--- src/hdl/pfcc_ram.sv ---
module pfcc_ram #(
  parameter int unsigned WIDTH = 8,
  parameter int unsigned DEPTH = 256,
  localparam int unsigned AW = $clog2(DEPTH)
) (
  input  logic             clk_i,
  input  logic             en_i,
  input  logic             we_i,
  input  logic [AW-1:0]    addr_i,
  input  logic [WIDTH-1:0] wdata_i,
  output logic [WIDTH-1:0] rdata_o
);

  logic [WIDTH-1:0] mem_q [DEPTH];
  logic [WIDTH-1:0] rdata_q;

  always_ff @(posedge clk_i) begin
    if (en_i) begin
      if (we_i) begin
        mem_q[addr_i] <= wdata_i;
      end else begin
        rdata_q <= mem_q[addr_i];
      end
    end
  end

  assign rdata_o = rdata_q;

endmodule

--- config.mk ---
export PLATFORM = sky130hd
export DESIGN_NAME = pfcc_ram
export DESIGN_NICKNAME = d
export VERILOG_FILES = /design/src/hdl/pfcc_ram.sv
export SDC_FILE = /design/constraint.sdc
export NUM_CORES = 2
export LEC_CHECK = 0
export BUFFER_PORTS_ARGS = -buffer_cell sky130_fd_sc_hd__buf_2
export CAP_MARGIN = 5
export CORE_MARGIN = 1.5
export CORE_UTILIZATION = 38
export DETAILED_ROUTE_END_ITERATION = 12
export PLACE_DENSITY = 0.54
export SETUP_SLACK_MARGIN = 0.4
export SYNTH_ARGS = -nofsm -noshare
export SYNTH_HDL_FRONTEND = slang
export SYNTH_SLANG_ARGS = --single-unit
--- constraint.sdc ---
create_clock -name clk_i -period 6.6 [get_ports clk_i]
set_input_delay 0.33 -clock clk_i [delete_from_list [all_inputs] [get_ports clk_i]]
set_output_delay 0.33 -clock clk_i [all_outputs]
set_load 0.02 [all_outputs]
==> results.md <==
- Library cells used by synthesis: 21
- Synth Area in Compound Gates: 0.0363
- FFs w/ async S/R, synth: 0
- Clk_lat worst skew: 0.84 ns
- CP arrival: 4.33 ns
- CP startpoint kind: input port
- DR vias: 36700
- Area contributors post-synth: edfxtp_1 (79%), mux4_2 (15%), a22oi_1 (2.5%)
- Slew Limit Fails: 0
- Status: finished with violations
- Final setup violation count: 0
- Largest family of logic cells by synthesized area: multiplexers
- IO Count: 27
- Xor/xnor share of the synthesized area: 0
- Synth Net Count: 3545
- Number of buffers created by CTS: 209
- CP Max Fanout: 66
- Leakage: 26.6 nW
- Starting Density: 0.383
- Yosys top cell by area: edfxtp_1
- Predominant post-synthesis flop cell: edfxtp_1
- DP Wirelength: 113 mm
- Core area: 205000 µm²
- Setup Crit Path Kind: in -> reg
- Die area: 209000 µm²
- Hold WS: -0.00156 ns
- Period utilization: 0.577
- Routed len/inst: 30.6 µm
- Top-area cell type share of the netlist area: 0.788
- Row Count: 166
- Hold Crit Class: in -> reg
- DR iter-0 viols: 4198
- Total power: 0.0273 W
- CP startpoint: addr_i[1]
- Drt via density: 5.66
- Tmin final: 3.81 ns
- Final Hold Viols: 1
- Layout cells sized above 1: 0.247
- Antenna-violating nets left: 0
- WL final: 198 mm
- GRT Util Overall: 0.189
- Fmax: 0.262 GHz
- R2r setup slk: 3.54 ns
- Port Buffers: 26
- Cells after Synth: 3526
- Mux share of post-synthesis cell area: 0.147
- Synthesis Warnings: 0
- Global-route wire length before repair: 283 mm
- RSZ-0062 raised after global routing: no
- CP Capture Point: rdata_o[5]$_DFFE_PP_
- Most frequent cell after synthesis: edfxtp_1
- Failing checks: negative hold slack
- Clock tree buffer depth: 3
- Clock Skews: 0.0236 ns
- Router iterations before antenna repair: 5
- Number of global-route vias before repair: 37900
- Mapped Area: 78400 µm²
- Area grow syn2layout: 13.2%
- # DRC: 0
- Synth cell count leaders: edfxtp_1 (2056), mux4_2 (512), nor2_1 (259), a22oi_1 (256), clkbuf_1 (143)
- Max_slew headroom: 0.147
- Clock-pin slew on the worst setup and hold paths: 0.06 ns
- Slew @ Worst Pin: 1.26 ns
- Post-CTS sizing: 0
- Pwr dens: 308 nW/µm²
- Setup crit end kind: flip-flop
- Max H-tree Level: 4
- Worst R2R Path Depth: 6
- Post-Synth Adder-Cell Area: 0
- VDD IR-drop max: 262 µV
- EDFF count, synth: 2056
- Final setup TNS: 0 ns
- Simple-Gate Fraction of Synth Area: 0.0161
- Reg-to-Reg Start: mem_q[42][3]$_DFFE_PP_
- Die Ht: 457 µm
- Clock sink total: 2056
- Syn_area_per_cell: 22.2 µm²
- Initial antenna violation count: 14
- Worst R2R End: rdata_o[3]$_DFFE_PP_
- Largest net degree at the start of global routing: 165
- CP required: 7.12 ns
- Net count reported at finish: 3649
- Flops & latches, synth: 2056
- Sequential share of the synthesized area: 0.788
- Max Cap Viol: 0
- Root Buffer: clkbuf_16
- Placer Congestion: 0.762
- GRT overflow: 0
- CTS tree: yes
- Fill cell count: 17500
- DIE WIDTH: 457 µm
how the worst min path moves through the flow:
| stage | cells past startpoint | start | slack, ns | endpoint |
|---|---|---|---|---|
| after floorplan | 0 | wdata_i[0] | 0.43 | mem_q[0][0]$_DFFE_PP_ |
| after global routing | 1 | wdata_i[4] | 0.007 | mem_q[72][4]$_DFFE_PP_ |
| after CTS | 1 | wdata_i[4] | 0.02 | mem_q[83][4]$_DFFE_PP_ |
| after global placement | 1 | wdata_i[7] | 0.75 | mem_q[204][7]$_DFFE_PP_ |
| final | 1 | wdata_i[4] | -0.002 | mem_q[64][4]$_DFFE_PP_ |
| after detailed placement | 1 | wdata_i[7] | 0.76 | mem_q[204][7]$_DFFE_PP_ |
critical path: stages:
cell     delay (ns)
buf_8          0.44
buf_4          0.63
buf_12         0.36
mux4_2         0.38
a22oi_1        0.31
a21oi_1        0.23
o41ai_1        1.07
nand4_1        0.20
sequential cells by signal, summed over array words and instances (netlist names):
register	flops
mem_q	2048
rdata_o	8
final cells by class:
| class | instances | area, µm² | share of cell area |
|---|---|---|---|
| tap | 2688 | 3360 | 0.0379 |
| clock buffer | 257 | 5430 | 0.0612 |
| timing repair buffer | 118 | 1120 | 0.0126 |
| multi-input combinational | 1245 | 15700 | 0.177 |
| antenna | 2 | 5.00 | 0.0000564 |
| sequential | 2056 | 61700 | 0.696 |
| clock inverter | 127 | 1330 | 0.0150 |
through the flow:
step / cell area, µm² / utilization / hold WS, ns / cells / worst slack [ns]
floorplan: 78400 / - / 0.429 / 3526 / 3.97
global route: 88700 / 0.433 / 0.00715 / 6492 / 2.63
detailed placement: 81900 / 0.400 / 0.762 / 6102 / 1.82
global placement: 81900 / 0.400 / 0.754 / 6102 / 1.52
CTS: 88700 / 0.433 / 0.0244 / 6491 / 2.74
finish: 88700 / 0.433 / -0.00156 / 6493 / 2.79
timing repair:
item / 4_1_cts / 5_1_grt
buffers inserted: 0 / 0
endpoints found under the hold margin: 125 / 0
hold buffers: 5 / 0
power breakdown:
group	total (W)	internal, W	switching [W]
Combinational	0.00117	0.000397	0.000774
Clock	0.0117	0.00671	0.00502
Sequential	0.0144	0.0144	0.00000638
Total	0.0273	0.0215	0.00580
layout by cell type (no fill, tap or decap), types with 22 or more instances in the layout:
cell type / count
a21oi_1: 128
a22oi_1: 256
buf_4: 72
bufinv_16: 22
clkbuf_1: 47
clkbuf_16: 210
clkinv_1: 51
clkinv_2: 33
edfxtp_1: 2056
mux4_2: 512
nor2_1: 257
o41ai_1: 29
layer usage:
layer | vias up | GRT usage | wire (µm)
met5 | - | 0 | 13
met4 | 2 | 0.0518 | 4900
met3 | 308 | 0.0380 | 13600
met2 | 1257 | 0.300 | 95300
met1 | 19900 | 0.267 | 84500
li1 | 15200 | - | -
kinds of logic (layout without fill, tap and decap cells):
logic type	after synthesis	count (layout)
buf+inv	225	502
simple gates	317	317
compound gates	416	416
other cells	0	2
flops	2056	2056
mux	512	512
Note: power is estimated with default switching activity, not from simulation.
